## config.mk

```make
export PLATFORM = sky130hd
export DESIGN_NAME = file_signature_classifier
export DESIGN_NICKNAME = d
export VERILOG_FILES = /design/src/hdl/fsc_pkg.sv /design/src/hdl/fsc_sig_match.sv /design/src/hdl/file_signature_classifier.sv
export VERILOG_INCLUDE_DIRS = /design/src /design/src/hdl
export SDC_FILE = /design/constraint.sdc
export NUM_CORES = 1
export LEC_CHECK = 0
export CAP_MARGIN = 10
export CORE_MARGIN = 4
export CORE_UTILIZATION = 45
export DETAILED_ROUTE_END_ITERATION = 10
export DONT_BUFFER_PORTS = 1
export GPL_TIMING_DRIVEN = 0
export HOLD_SLACK_MARGIN = 0.03
export PLACE_DENSITY = 0.59
export RECOVER_POWER = 25
export SYNTH_ARGS = -nofsm -noshare
export SYNTH_HDL_FRONTEND = slang
export SYNTH_SLANG_ARGS = --single-unit
export TNS_END_PERCENT = 20
```

## constraint.sdc

```tcl
create_clock -name i_clk -period 7.9 [get_ports i_clk]
set_input_delay 1.185 -clock i_clk [delete_from_list [all_inputs] [get_ports i_clk]]
set_output_delay 1.185 -clock i_clk [all_outputs]
set_load 0.05 [all_outputs]
```

## src/hdl/assert_macros.svh

```systemverilog
// Assertion macros used by the top level of the signature classifier.
`ifndef ASSERT_MACROS_SVH
`define ASSERT_MACROS_SVH

`ifndef SYNTHESIS
`define ASSERT_CLK(lbl, clk, rstn, prop) \
    lbl: assert property (@(posedge clk) disable iff (!rstn) prop) \
        else $error("Assertion failed.");
`define ASSERT_NEVER(lbl, clk, rstn, expr) \
    lbl: assert property (@(posedge clk) disable iff (!rstn) !(expr)) \
        else $error("Forbidden condition seen.");
`else
`define ASSERT_CLK(lbl, clk, rstn, prop)
`define ASSERT_NEVER(lbl, clk, rstn, expr)
`endif

`endif

```

## src/hdl/fsc_pkg.sv

```systemverilog
// Types, type codes and signature tables of the file signature classifier.
`timescale 1ns / 1ps

package fsc_pkg;

    localparam int NSIG    = 12;
    localparam int SIG_MAX = 12;
    localparam int SIG_MP4 = 6;

    typedef logic [NSIG-1:0] t_sig_vec;

    typedef enum logic [3:0] {
        TYPE_NONE = 4'd0,
        TYPE_PDF  = 4'd1,
        TYPE_PNG  = 4'd2,
        TYPE_JPEG = 4'd3,
        TYPE_GIF  = 4'd4,
        TYPE_WEBP = 4'd5,
        TYPE_MP4  = 4'd6,
        TYPE_MP3  = 4'd7,
        TYPE_ZIP  = 4'd8,
        TYPE_ELF  = 4'd9,
        TYPE_PE   = 4'd10,
        TYPE_JSON = 4'd11
    } t_type_code;

    typedef enum logic [1:0] {
        JSON_SKIP = 2'd0,
        JSON_OPEN = 2'd1,
        JSON_FAIL = 2'd2
    } t_json_phase;

    localparam logic [3:0] SIG_LEN [NSIG] = '{
        4'd5, 4'd8, 4'd3, 4'd6, 4'd6, 4'd12, 4'd12, 4'd3, 4'd2, 4'd4, 4'd4, 4'd2
    };

    localparam t_type_code SIG_CODE [NSIG] = '{
        TYPE_PDF, TYPE_PNG, TYPE_JPEG, TYPE_GIF, TYPE_GIF, TYPE_WEBP,
        TYPE_MP4, TYPE_MP3, TYPE_MP3, TYPE_ZIP, TYPE_ELF, TYPE_PE
    };

    localparam logic [7:0] SIG_VAL [NSIG][SIG_MAX] = '{
        '{8'h25, 8'h50, 8'h44, 8'h46, 8'h2D, 8'h00,
          8'h00, 8'h00, 8'h00, 8'h00, 8'h00, 8'h00},
        '{8'h89, 8'h50, 8'h4E, 8'h47, 8'h0D, 8'h0A,
          8'h1A, 8'h0A, 8'h00, 8'h00, 8'h00, 8'h00},
        '{8'hFF, 8'hD8, 8'hFF, 8'h00, 8'h00, 8'h00,
          8'h00, 8'h00, 8'h00, 8'h00, 8'h00, 8'h00},
        '{8'h47, 8'h49, 8'h46, 8'h38, 8'h37, 8'h61,
          8'h00, 8'h00, 8'h00, 8'h00, 8'h00, 8'h00},
        '{8'h47, 8'h49, 8'h46, 8'h38, 8'h39, 8'h61,
          8'h00, 8'h00, 8'h00, 8'h00, 8'h00, 8'h00},
        '{8'h52, 8'h49, 8'h46, 8'h46, 8'h00, 8'h00,
          8'h00, 8'h00, 8'h57, 8'h45, 8'h42, 8'h50},
        '{8'h00, 8'h00, 8'h00, 8'h00, 8'h66, 8'h74,
          8'h79, 8'h70, 8'h00, 8'h00, 8'h00, 8'h00},
        '{8'h49, 8'h44, 8'h33, 8'h00, 8'h00, 8'h00,
          8'h00, 8'h00, 8'h00, 8'h00, 8'h00, 8'h00},
        '{8'hFF, 8'hE0, 8'h00, 8'h00, 8'h00, 8'h00,
          8'h00, 8'h00, 8'h00, 8'h00, 8'h00, 8'h00},
        '{8'h50, 8'h4B, 8'h03, 8'h04, 8'h00, 8'h00,
          8'h00, 8'h00, 8'h00, 8'h00, 8'h00, 8'h00},
        '{8'h7F, 8'h45, 8'h4C, 8'h46, 8'h00, 8'h00,
          8'h00, 8'h00, 8'h00, 8'h00, 8'h00, 8'h00},
        '{8'h4D, 8'h5A, 8'h00, 8'h00, 8'h00, 8'h00,
          8'h00, 8'h00, 8'h00, 8'h00, 8'h00, 8'h00}
    };

    localparam logic [7:0] SIG_MASK [NSIG][SIG_MAX] = '{
        '{8'hFF, 8'hFF, 8'hFF, 8'hFF, 8'hFF, 8'h00,
          8'h00, 8'h00, 8'h00, 8'h00, 8'h00, 8'h00},
        '{8'hFF, 8'hFF, 8'hFF, 8'hFF, 8'hFF, 8'hFF,
          8'hFF, 8'hFF, 8'h00, 8'h00, 8'h00, 8'h00},
        '{8'hFF, 8'hFF, 8'hFF, 8'h00, 8'h00, 8'h00,
          8'h00, 8'h00, 8'h00, 8'h00, 8'h00, 8'h00},
        '{8'hFF, 8'hFF, 8'hFF, 8'hFF, 8'hFF, 8'hFF,
          8'h00, 8'h00, 8'h00, 8'h00, 8'h00, 8'h00},
        '{8'hFF, 8'hFF, 8'hFF, 8'hFF, 8'hFF, 8'hFF,
          8'h00, 8'h00, 8'h00, 8'h00, 8'h00, 8'h00},
        '{8'hFF, 8'hFF, 8'hFF, 8'hFF, 8'h00, 8'h00,
          8'h00, 8'h00, 8'hFF, 8'hFF, 8'hFF, 8'hFF},
        '{8'h00, 8'h00, 8'h00, 8'h00, 8'hFF, 8'hFF,
          8'hFF, 8'hFF, 8'h00, 8'h00, 8'h00, 8'h00},
        '{8'hFF, 8'hFF, 8'hFF, 8'h00, 8'h00, 8'h00,
          8'h00, 8'h00, 8'h00, 8'h00, 8'h00, 8'h00},
        '{8'hFF, 8'hE0, 8'h00, 8'h00, 8'h00, 8'h00,
          8'h00, 8'h00, 8'h00, 8'h00, 8'h00, 8'h00},
        '{8'hFF, 8'hFF, 8'hFF, 8'hFF, 8'h00, 8'h00,
          8'h00, 8'h00, 8'h00, 8'h00, 8'h00, 8'h00},
        '{8'hFF, 8'hFF, 8'hFF, 8'hFF, 8'h00, 8'h00,
          8'h00, 8'h00, 8'h00, 8'h00, 8'h00, 8'h00},
        '{8'hFF, 8'hFF, 8'h00, 8'h00, 8'h00, 8'h00,
          8'h00, 8'h00, 8'h00, 8'h00, 8'h00, 8'h00}
    };

endpackage

```

## src/hdl/fsc_sig_match.sv

```systemverilog
// Per-signature byte compare at the current buffer offset.
`timescale 1ns / 1ps

module fsc_sig_match (
    input  logic [3:0]      i_pos,
    input  logic [7:0]      i_byte,
    output fsc_pkg::t_sig_vec o_fit
);

    // A signature whose length the offset has passed is not checked.
    always_comb begin
        for (int i = 0; i < fsc_pkg::NSIG; i++) begin
            o_fit[i] = 1'b1;
            if (i_pos < fsc_pkg::SIG_LEN[i]) begin
                o_fit[i] = ((i_byte & fsc_pkg::SIG_MASK[i][i_pos])
                            == fsc_pkg::SIG_VAL[i][i_pos]);
            end
        end
    end

endmodule

```

## src/hdl/file_signature_classifier.sv

```systemverilog
// Top level of the file signature classifier: tracking state, priority pick, output register.
// Throughput: one byte transfer per cycle while the result side is not stalled.
// The type code is registered and appears on the result port in the cycle after the transfer of the
// byte that carries tlast; bytes without tlast produce no result.
// The signature compare, state update and priority pick form one combinational pass.
// Reset (synchronous, active low) clears the byte position, re-arms all signatures,
// and empties the result register.
`timescale 1ns / 1ps
`include "assert_macros.svh"

module file_signature_classifier (
    input  logic       i_clk,
    input  logic       i_rst_n,
    input  logic       i_s_tvalid,
    output logic       o_s_tready,
    input  logic [7:0] i_s_tdata,   // [7:0] data_byte
    input  logic       i_s_tlast,   // last_byte
    output logic       o_m_tvalid,
    input  logic       i_m_tready,
    output logic [7:0] o_m_tdata    // [3:0] type_code, [7:4] zero
);

    logic [3:0]                r_byte_pos;
    logic [3:0]                n_byte_pos;
    fsc_pkg::t_sig_vec         r_sig_alive;
    fsc_pkg::t_sig_vec         n_sig_alive;
    logic                      r_box_hz;
    logic                      n_box_hz;
    logic                      r_box_ok;
    logic                      n_box_ok;
    fsc_pkg::t_json_phase      r_json_phase;
    fsc_pkg::t_json_phase      n_json_phase;
    logic                      r_out_valid;
    fsc_pkg::t_type_code       r_out_code;

    fsc_pkg::t_sig_vec         fit;
    fsc_pkg::t_sig_vec         alive_now;
    fsc_pkg::t_sig_vec         hit;
    logic [4:0]                count;
    logic                      box_ok_now;
    fsc_pkg::t_json_phase      json_now;
    fsc_pkg::t_type_code       code;
    logic                      s_fire;
    logic                      is_space;

    assign o_s_tready = !r_out_valid || i_m_tready;
    assign s_fire     = i_s_tvalid && o_s_tready;
    assign o_m_tvalid = r_out_valid;
    assign o_m_tdata  = {4'd0, r_out_code};

    fsc_sig_match u_match (
        .i_pos  (r_byte_pos),
        .i_byte (i_s_tdata),
        .o_fit  (fit)
    );

    assign is_space = (i_s_tdata == 8'h20) || (i_s_tdata == 8'h09) ||
                      (i_s_tdata == 8'h0A) || (i_s_tdata == 8'h0D);

    always_comb begin
        alive_now  = r_sig_alive & fit;
        box_ok_now = r_box_ok;
        n_box_hz   = r_box_hz;
        if (r_byte_pos < 4'd3) begin
            if (i_s_tdata != 8'h00) begin
                n_box_hz = 1'b0;
            end
        end else if (r_byte_pos == 4'd3) begin
            box_ok_now = !r_box_hz || (i_s_tdata >= 8'd8);
        end

        unique case (r_json_phase)
            fsc_pkg::JSON_SKIP: begin
                if ((i_s_tdata == 8'h7B) || (i_s_tdata == 8'h5B)) begin
                    json_now = fsc_pkg::JSON_OPEN;
                end else if (!is_space) begin
                    json_now = fsc_pkg::JSON_FAIL;
                end else begin
                    json_now = fsc_pkg::JSON_SKIP;
                end
            end
            fsc_pkg::JSON_OPEN: json_now = fsc_pkg::JSON_OPEN;
            default:            json_now = fsc_pkg::JSON_FAIL;
        endcase
    end

    always_comb begin
        count = {1'b0, r_byte_pos} + 5'd1;
        for (int i = 0; i < fsc_pkg::NSIG; i++) begin
            hit[i] = alive_now[i] && (count >= {1'b0, fsc_pkg::SIG_LEN[i]}) &&
                     ((i != fsc_pkg::SIG_MP4) || box_ok_now);
        end
        code = fsc_pkg::TYPE_NONE;
        for (int i = fsc_pkg::NSIG - 1; i >= 0; i--) begin
            if (hit[i]) begin
                code = fsc_pkg::SIG_CODE[i];
            end
        end
        if ((code == fsc_pkg::TYPE_NONE) && (json_now == fsc_pkg::JSON_OPEN)) begin
            code = fsc_pkg::TYPE_JSON;
        end
    end

    // The final byte of a buffer returns all tracking state to its start values.
    always_comb begin
        n_byte_pos   = r_byte_pos;
        n_sig_alive  = r_sig_alive;
        n_box_ok     = r_box_ok;
        n_json_phase = r_json_phase;
        if (s_fire) begin
            if (i_s_tlast) begin
                n_byte_pos   = 4'd0;
                n_sig_alive  = '1;
                n_box_ok     = 1'b0;
                n_json_phase = fsc_pkg::JSON_SKIP;
            end else begin
                n_byte_pos   = (r_byte_pos == 4'd15) ? r_byte_pos : r_byte_pos + 4'd1;
                n_sig_alive  = alive_now;
                n_box_ok     = box_ok_now;
                n_json_phase = json_now;
            end
        end
    end

    always_ff @(posedge i_clk) begin
        if (!i_rst_n) begin
            r_byte_pos   <= 4'd0;
            r_sig_alive  <= '1;
            r_box_hz     <= 1'b1;
            r_box_ok     <= 1'b0;
            r_json_phase <= fsc_pkg::JSON_SKIP;
        end else begin
            r_byte_pos   <= n_byte_pos;
            r_sig_alive  <= n_sig_alive;
            r_box_ok     <= n_box_ok;
            r_json_phase <= n_json_phase;
            if (s_fire) begin
                r_box_hz <= i_s_tlast ? 1'b1 : n_box_hz;
            end
        end
    end

    always_ff @(posedge i_clk) begin
        if (!i_rst_n) begin
            r_out_valid <= 1'b0;
        end else if (s_fire && i_s_tlast) begin
            r_out_valid <= 1'b1;
        end else if (i_m_tready) begin
            r_out_valid <= 1'b0;
        end
    end

    always_ff @(posedge i_clk) begin
        if (s_fire && i_s_tlast) begin
            r_out_code <= code;
        end
    end

    `ASSERT_CLK(a_last_gives_result, i_clk, i_rst_n, s_fire && i_s_tlast |=> r_out_valid)
    `ASSERT_CLK(a_last_rewinds, i_clk, i_rst_n, s_fire && i_s_tlast |=> r_byte_pos == 4'd0)
    `ASSERT_CLK(a_mid_advances, i_clk, i_rst_n, s_fire && !i_s_tlast |=> r_byte_pos != 4'd0)
    `ASSERT_CLK(a_start_all_alive, i_clk, i_rst_n, r_byte_pos == 4'd0 |-> (&r_sig_alive))
    `ASSERT_NEVER(a_json_needs_byte, i_clk, i_rst_n,
        (r_byte_pos == 4'd0) && (r_json_phase != fsc_pkg::JSON_SKIP))

endmodule
```

After elaboration in Yosys (flattened, before gate mapping):

Memory sizes are Yosys's and may differ from the RTL's.
Index checks and enable logic that the tools add are counted.

* bitwise operators: 11
* eq/ne operators: 23
* reduce and logical (&&, ||, !) cells: 32
* add/subtract/negate cells: 2
* muxes and demuxes: 79
* $lt $le $gt $ge: 16

Operator list (count)
* two-way mux 8 bit: 40
* equality test 8 bit: 12
* AND 8 bit: 9
* two-way mux 4 bit: 14
* equality test 8 x 4 -> 1 bit (second input constant): 3
* two-way mux 1 bit: 20
* equality test 8 x 7 -> 1 bit (second input constant): 2
* logical AND 1 bit: 16
* >= comparator 5 x 3 -> 1 bit (second input constant): 3
* AND 12 bit: 1
* less-than comparator 4 x 3 -> 1 bit (second input constant): 3
* two-way mux 12 bit: 1
* >= comparator 5 x 2 -> 1 bit (second input constant): 2
* >= comparator 5 x 4 -> 1 bit (second input constant): 2
* equality test 8 x 6 -> 1 bit (second input constant): 1
* >= comparator 8 x 4 -> 1 bit (second input constant): 1
* less-than comparator 4 x 2 -> 1 bit (second input constant): 2
* less-than comparator 4 bit (second input constant): 2
* nonzero test 8 bit: 1
* logical OR 1 bit: 6
* two-way mux 2 bit: 3
* nonzero test 2 bit: 3
* adder 4 x 1 -> 5 bit (second input constant): 1
* >= comparator 5 bit (second input constant): 1
* other kinds (12): 14

* memory bits (read-only): 2560
* register bits after elaboration: 25
* memories kept: 20
* output and inout port bits: 10

Memories
* (no name shown): words 16, width 8, read ports 1, clocked after Yosys merged registers in 0, write ports 0, RTL line fsc_sig_match.sv:16 `== fsc_pkg::SIG_VAL[i][i_pos]);`
* (no name shown): words 16, width 8, read ports 1, clocked after Yosys merged registers in 0, write ports 0, RTL line fsc_sig_match.sv:15 `o_fit[i] = ((i_byte & fsc_pkg::SIG_MASK[i][i_pos])`
* (no name shown): words 16, width 8, read ports 1, clocked after Yosys merged registers in 0, write ports 0, RTL line fsc_sig_match.sv:15
* (no name shown): words 16, width 8, read ports 1, clocked after Yosys merged registers in 0, write ports 0, RTL line fsc_sig_match.sv:16
* (no name shown): words 16, width 8, read ports 1, clocked after Yosys merged registers in 0, write ports 0, RTL line fsc_sig_match.sv:16
* (no name shown): words 16, width 8, read ports 1, clocked after Yosys merged registers in 0, write ports 0, RTL line fsc_sig_match.sv:16
* 14 more memories

Logic depth before layout (Yosys ltp):

* depth in word-level cells: 23
* gate-level depth with buffers: 14
* depth with buffers taken out: 11

Hierarchy:

Synthesis repeated with hierarchy kept, for this count alone.

* cell total of the unflattened synthesis: 375
* area, all modules: 2698.8 um2

By module, submodules not included
* file_signature_classifier: cells each 183, times used 1, area each 1505.2 um2
* fsc_sig_match: cells each 192, times used 1, area each 1193.6 um2

Least setup slack after synthesis:

Ideal clock, no wire load.

* kind: reg2reg
* start: register r_byte_pos[0]
* end: register r_out_code[3] (data pin)
* library setup time: 0.190 ns
* data required time: 7.710 ns
* stages on the path, launching flop included: 14
* setup slack: 4.621 ns
* data arrival time: 3.089 ns
* clock period less this slack: 3.279 ns
* path through: dfxtp_1 -> buf_2 -> buf_2 -> inv_1 -> ha_1 -> buf_6 -> or3_1 -> a211o_1 -> o31ai_4 -> nand3b_1 -> a31o_1 -> a211oi_1 -> nand3b_1 -> a2111oi_2

* word-level cells in the longest chain between the ends: 23
* elaborated cells between the ends (all ways): 140
* those cells by class: add/sub (1); order compare (14); eq/ne (13); mux (66); bitwise (11); reduce/logical (15); memory (20)

Ends and longest elaborated chain
* from (decl): RTL line file_signature_classifier.sv:23 `logic [3:0] r_byte_pos;`
* from (signal assigned): RTL line file_signature_classifier.sv:133 `r_byte_pos <= n_byte_pos;`
* NOT 4 -> 5 bit (implied by the code): RTL line fsc_sig_match.sv:15, fsc_sig_match.sv:16
* memory read (16 x 8 bit)
* two-way mux 8 bit (implied by the code) (2 in a row): RTL line fsc_sig_match.sv:15
* AND 8 bit: RTL line fsc_sig_match.sv:15
* equality test 8 bit: RTL line fsc_sig_match.sv:16
* two-way mux 1 bit: RTL line fsc_sig_match.sv:14 `if (i_pos < fsc_pkg::SIG_LEN[i]) begin`
* AND 12 bit: RTL line file_signature_classifier.sv:61 `alive_now = r_sig_alive & fit;`
* logical AND 1 bit: RTL line file_signature_classifier.sv:90 `hit[i] = alive_now[i] && (count >= {1'b0, fsc_pkg::SIG_LEN[i]}) &&`
* two-way mux 4 bit (11 in a row): RTL line file_signature_classifier.sv:95 `if (hit[i]) begin`
* two-way mux 4 bit *: RTL line file_signature_classifier.sv:95
* logical NOT 4 bit: RTL line file_signature_classifier.sv:99 `if ((code == fsc_pkg::TYPE_NONE) && (json_now == fsc_pkg::JSON_OPEN)) begin`
* logical AND 1 bit: RTL line file_signature_classifier.sv:99
* to (signal assigned): RTL line file_signature_classifier.sv:155 `r_out_code <= code;`
* to (decl): RTL line file_signature_classifier.sv:34 `fsc_pkg::t_type_code r_out_code;`

Mark *: on every way between the ends. The rest lies on a longest branch, timed or not. The select of a mux whose other input is x is not followed.
A chain may end at the register's enable or synchronous reset.

Worst setup path in the final report:

Same ends and word-level chain as after synthesis.

==> out/qor.log <==
INFO  status         status=finished clean
INFO  synth          synth_enable_flop_cells=4
INFO  placement      pre_cts_slack=3.730ns
INFO  setup_path     cp_data_required_time=7.91ns
INFO  cts            cts_repair_resize_count=0
INFO  cts            cts-htree-levels=1
INFO  setup_path     crit_path_max_incr_delay=0.86ns
INFO  route          drtIter0Drc=336
INFO  cts            clock_tree_root_driver_cell=sky130_fd_sc_hd__clkbuf_8
INFO  setup_path     timing.critical_path.arrival=4.28ns
INFO  sta            period_minus_slack=4.268ns
INFO  synth          synth-warning-count=0
INFO  floorplanning  fp.coreArea=6061um2
INFO  route          final_antenna_net_count=0
INFO  route          routed_wirelength=10.38mm
INFO  placement      gp_routability_congestion=0.9172
INFO  grt            grt_antenna_before_repair=0
INFO  sta            finalHoldViolations=0
INFO  cells_and_area sequential_cell_area=540.5um2
INFO  sta            timing.fmax=234.3MHz
INFO  cts            clk_path_buf_depth=2
INFO  floorplanning  core_rows=28
INFO  sta            setup_viol_count_final=0
INFO  pwr            overall_power_consumption=0.0003222W
INFO  synth          synth.yosys.seq_area_share=0.1871
INFO  setup_path     worstPathMaxFanout=10
INFO  synth          synthesis.instances=395
INFO  cts            cts_hold_buf=0
INFO  grt            globalRouteTotalUtil=0.2775
INFO  grt            grt_pass1_wl=16.56mm
INFO  route          route.detailed.drc=0
INFO  route          route.vias.total=3186
INFO  setup_path     worstPathCellList=buf_2 -> buf_2 -> inv_1 -> ha_1 -> buf_2 -> nor2b_1 -> o21ai_0 -> a2111oi_0 -> o211ai_1 -> a31o_1 -> a211oi_1 -> nand3b_1 -> a2111oi_2
INFO  floorplanning  floorplan.io_pins=23
INFO  pwr            power-per-cell-area=106.0nW/um2
INFO  route          routedWlPerCell=21.77um
INFO  placement      detailed_place_hpwl=7.662mm
INFO  route          drt-vias-per-instance=6.679
INFO  cells_and_area nets=424
INFO  cells_and_area layout.cells.most_common_list=sky130_fd_sc_hd__nand2_1 (27), sky130_fd_sc_hd__nor2_1 (25), sky130_fd_sc_hd__o21ai_0 (24)
INFO  setup_path     critPathCaptureType=flip-flop
INFO  route          highest_layer=met4
INFO  cts            clock_sinks=25
INFO  setup_path     critical-path-slowest-cell=sky130_fd_sc_hd__a2111oi_0
INFO  sta            timing.final.max_slew_violations=0
INFO  placement      buffer_ports.inserted=0
INFO  setup_path     path_buf_inv=4
INFO  cts            clk_pin_slew=0.09ns
INFO  route          drt-pass1-iter-count=5
INFO  cts            post_cts_buffers=0
INFO  job            cap_viol_max_count=0
INFO  synth          synth.ff_latch_count=25
INFO  cells_and_area antennaDiodeCount=0
INFO  route          wl_met1=4.535mm
INFO  sta            setup_repair_after_global_routing_missed_its_margin=false
INFO  floorplanning  die-width=88.13um
INFO  grt            overflow=0
INFO  cells_and_area drive_above_1_share=0.1119
INFO  min_path       min-delay-path-class=reg -> reg
INFO  grt            grt_pass1_vias=2945
INFO  placement      dp_cells=473
INFO  cells_and_area stdcell_count=477
INFO  route          dr_wl_met3=967um
INFO  synth          synth_ff_type=sky130_fd_sc_hd__dfxtp_1
INFO  sta            final_critical_path_setup_slack=3.632ns
INFO  floorplanning  dieArea=7766um2
INFO  route          dr_wl_met2=4.479mm
INFO  cells_and_area multi_input_comb_area=2071um2
INFO  cells_and_area fillers=617
INFO  setup_path     timing_worst_setup_path_type=reg -> reg
INFO  sta            fin_crit_sh=0.5402
INFO  sta            maxSlewHeadroom=0.3635
INFO  setup_path     cpMostUsedCell=sky130_fd_sc_hd__buf_2
INFO  sta            fin_worst_skew=0.002347ns
INFO  setup_path     critical_path.startpoint_type=flip-flop
INFO  floorplanning  die_h=88.13um
INFO  sta            timing_worst_slew_pin_value=0.9307ns
INFO  cells_and_area synth_to_final_area_change=5.197%
INFO  cells_and_area layout_commonest_cell=sky130_fd_sc_hd__nand2_1
INFO  grt            grt_max_degree=14
INFO  synth          synth.distinct_cells=70
INFO  pwr            leakage_power=1.220nW
INFO  floorplanning  initial_utilization=0.4767
INFO  setup_path     cp_top_family=compound AO/OA/AOI/OAI gates
INFO  cts            cts_tree=done
INFO  cts            worst_skew_pair.late_latency=0.27ns
INFO  cts            cts-buffers-inserted=3
INFO  pwr            vdd.ir_drop.worst=0.00006859V
INFO  synth          syn_area=2889um2
INFO  synth          syn_area_per_cell=7.314um2
INFO  synth          async_set_or_reset_register_ratio_after_synthesis=0
INFO  sta            finalSetupTns=0ns
## synth_stat cells, types with 4 or more instances
master / number / area share
sky130_fd_sc_hd__a211o_1: 7 / 0.021
sky130_fd_sc_hd__a211oi_1: 6 / 0.016
sky130_fd_sc_hd__a21o_1: 6 / 0.016
sky130_fd_sc_hd__a21oi_1: 13 / 0.023
sky130_fd_sc_hd__a22oi_1: 4 / 0.010
sky130_fd_sc_hd__a31oi_1: 7 / 0.015
sky130_fd_sc_hd__and2_1: 10 / 0.022
sky130_fd_sc_hd__and3_1: 5 / 0.011
sky130_fd_sc_hd__buf_1: 4 / 0.0052
sky130_fd_sc_hd__buf_2: 18 / 0.031
sky130_fd_sc_hd__buf_4: 9 / 0.023
sky130_fd_sc_hd__clkbuf_1: 11 / 0.014
sky130_fd_sc_hd__dfxtp_1: 21 / 0.15
sky130_fd_sc_hd__edfxtp_1: 4 / 0.042
sky130_fd_sc_hd__ha_1: 8 / 0.035
sky130_fd_sc_hd__inv_1: 13 / 0.017
sky130_fd_sc_hd__nand2_1: 27 / 0.035
sky130_fd_sc_hd__nand2b_1: 11 / 0.024
sky130_fd_sc_hd__nand3_1: 18 / 0.031
sky130_fd_sc_hd__nor2_1: 25 / 0.032
sky130_fd_sc_hd__nor2b_1: 15 / 0.032
sky130_fd_sc_hd__nor3_1: 14 / 0.024
sky130_fd_sc_hd__nor4bb_1: 4 / 0.014
sky130_fd_sc_hd__o21ai_0: 24 / 0.042
sky130_fd_sc_hd__o221ai_1: 4 / 0.012
sky130_fd_sc_hd__o22ai_1: 6 / 0.013
sky130_fd_sc_hd__or2_2: 4 / 0.0087
sky130_fd_sc_hd__or3_1: 7 / 0.015
sky130_fd_sc_hd__xnor2_1: 6 / 0.018
sky130_fd_sc_hd__xor2_1: 10 / 0.030
## sequential cells by signal (all words and copies together), names as in the netlist
register and flops:
r_json_phase 2, r_box_hz 1, r_out_code 4, r_box_ok 1
r_sig_alive 12, o_m_tvalid 1, r_byte_pos 4
## layout make-up
type	instances	share of cell area
Multi-Input combinational cell	313	0.6814
Sequential cell	25	0.1779
Buffer	43	0.07410
Tap cell	75	0.03088
Inverter	17	0.02100
Clock buffer	4	0.01482
## worst min-delay path, cell delays in order, from the launching register on
cell,delay [ns]
sky130_fd_sc_hd__dfxtp_1,0.32
sky130_fd_sc_hd__nand2_1,0.05
sky130_fd_sc_hd__nand2_1,0.04
## final timing paths
kind                                     from                          end  slack [ns]  depth (start not counted)
hold reg to reg   r_sig_alive[2]$_SDFFE_PN1P_  r_sig_alive[2]$_SDFFE_PN1P_        0.45                          2
hold / removal    r_sig_alive[2]$_SDFFE_PN1P_  r_sig_alive[2]$_SDFFE_PN1P_        0.45                          2
setup / recovery   r_byte_pos[0]$_SDFFE_PN0P_  r_out_code[3]$_SDFFCE_PP1P_        3.63                         13
setup reg to reg   r_byte_pos[0]$_SDFFE_PN0P_  r_out_code[3]$_SDFFCE_PP1P_        3.63                         13
## cell families (layout without fill, tap and decap cells)
group | count (synthesis) | count (layout) | synth area share
xor+xnor | 16 | 16 | 0.04850
buf+inv | 60 | 64 | 0.1000
compound gates | 122 | 122 | 0.3075
mux | 4 | 4 | 0.01905
other cells | 1 | 4 | 0.001298
simple gates | 159 | 159 | 0.3019
flops | 25 | 25 | 0.1871
fa+ha+maj | 8 | 8 | 0.03465
## through the flow
step / util / hold slack, ns / area, um2
floorplan: - / 0.4199 / 2900
finish: 0.5014 / 0.4495 / 3039
global route: 0.5014 / 0.4794 / 3039
global placement: 0.4940 / 0.4344 / 2994
detailed placement: 0.4940 / 0.4358 / 2994
CTS: 0.5014 / 0.4496 / 3039
## metal layers
layer,GRT usage,vias up
li1,-,1466
met1,0.3948,1492
met2,0.4205,189
met3,0.05174,39
met4,0.09341,0
met5,0,-
## where the power goes
group          internal [W]  switching (W)   total, W
combinational     0.0000355      0.0000653   0.000101
clock             0.0000362      0.0000412  0.0000774
sequential         0.000136     0.00000789   0.000144
total              0.000208       0.000114   0.000322
Note: power is estimated with default switching activity, not from simulation.
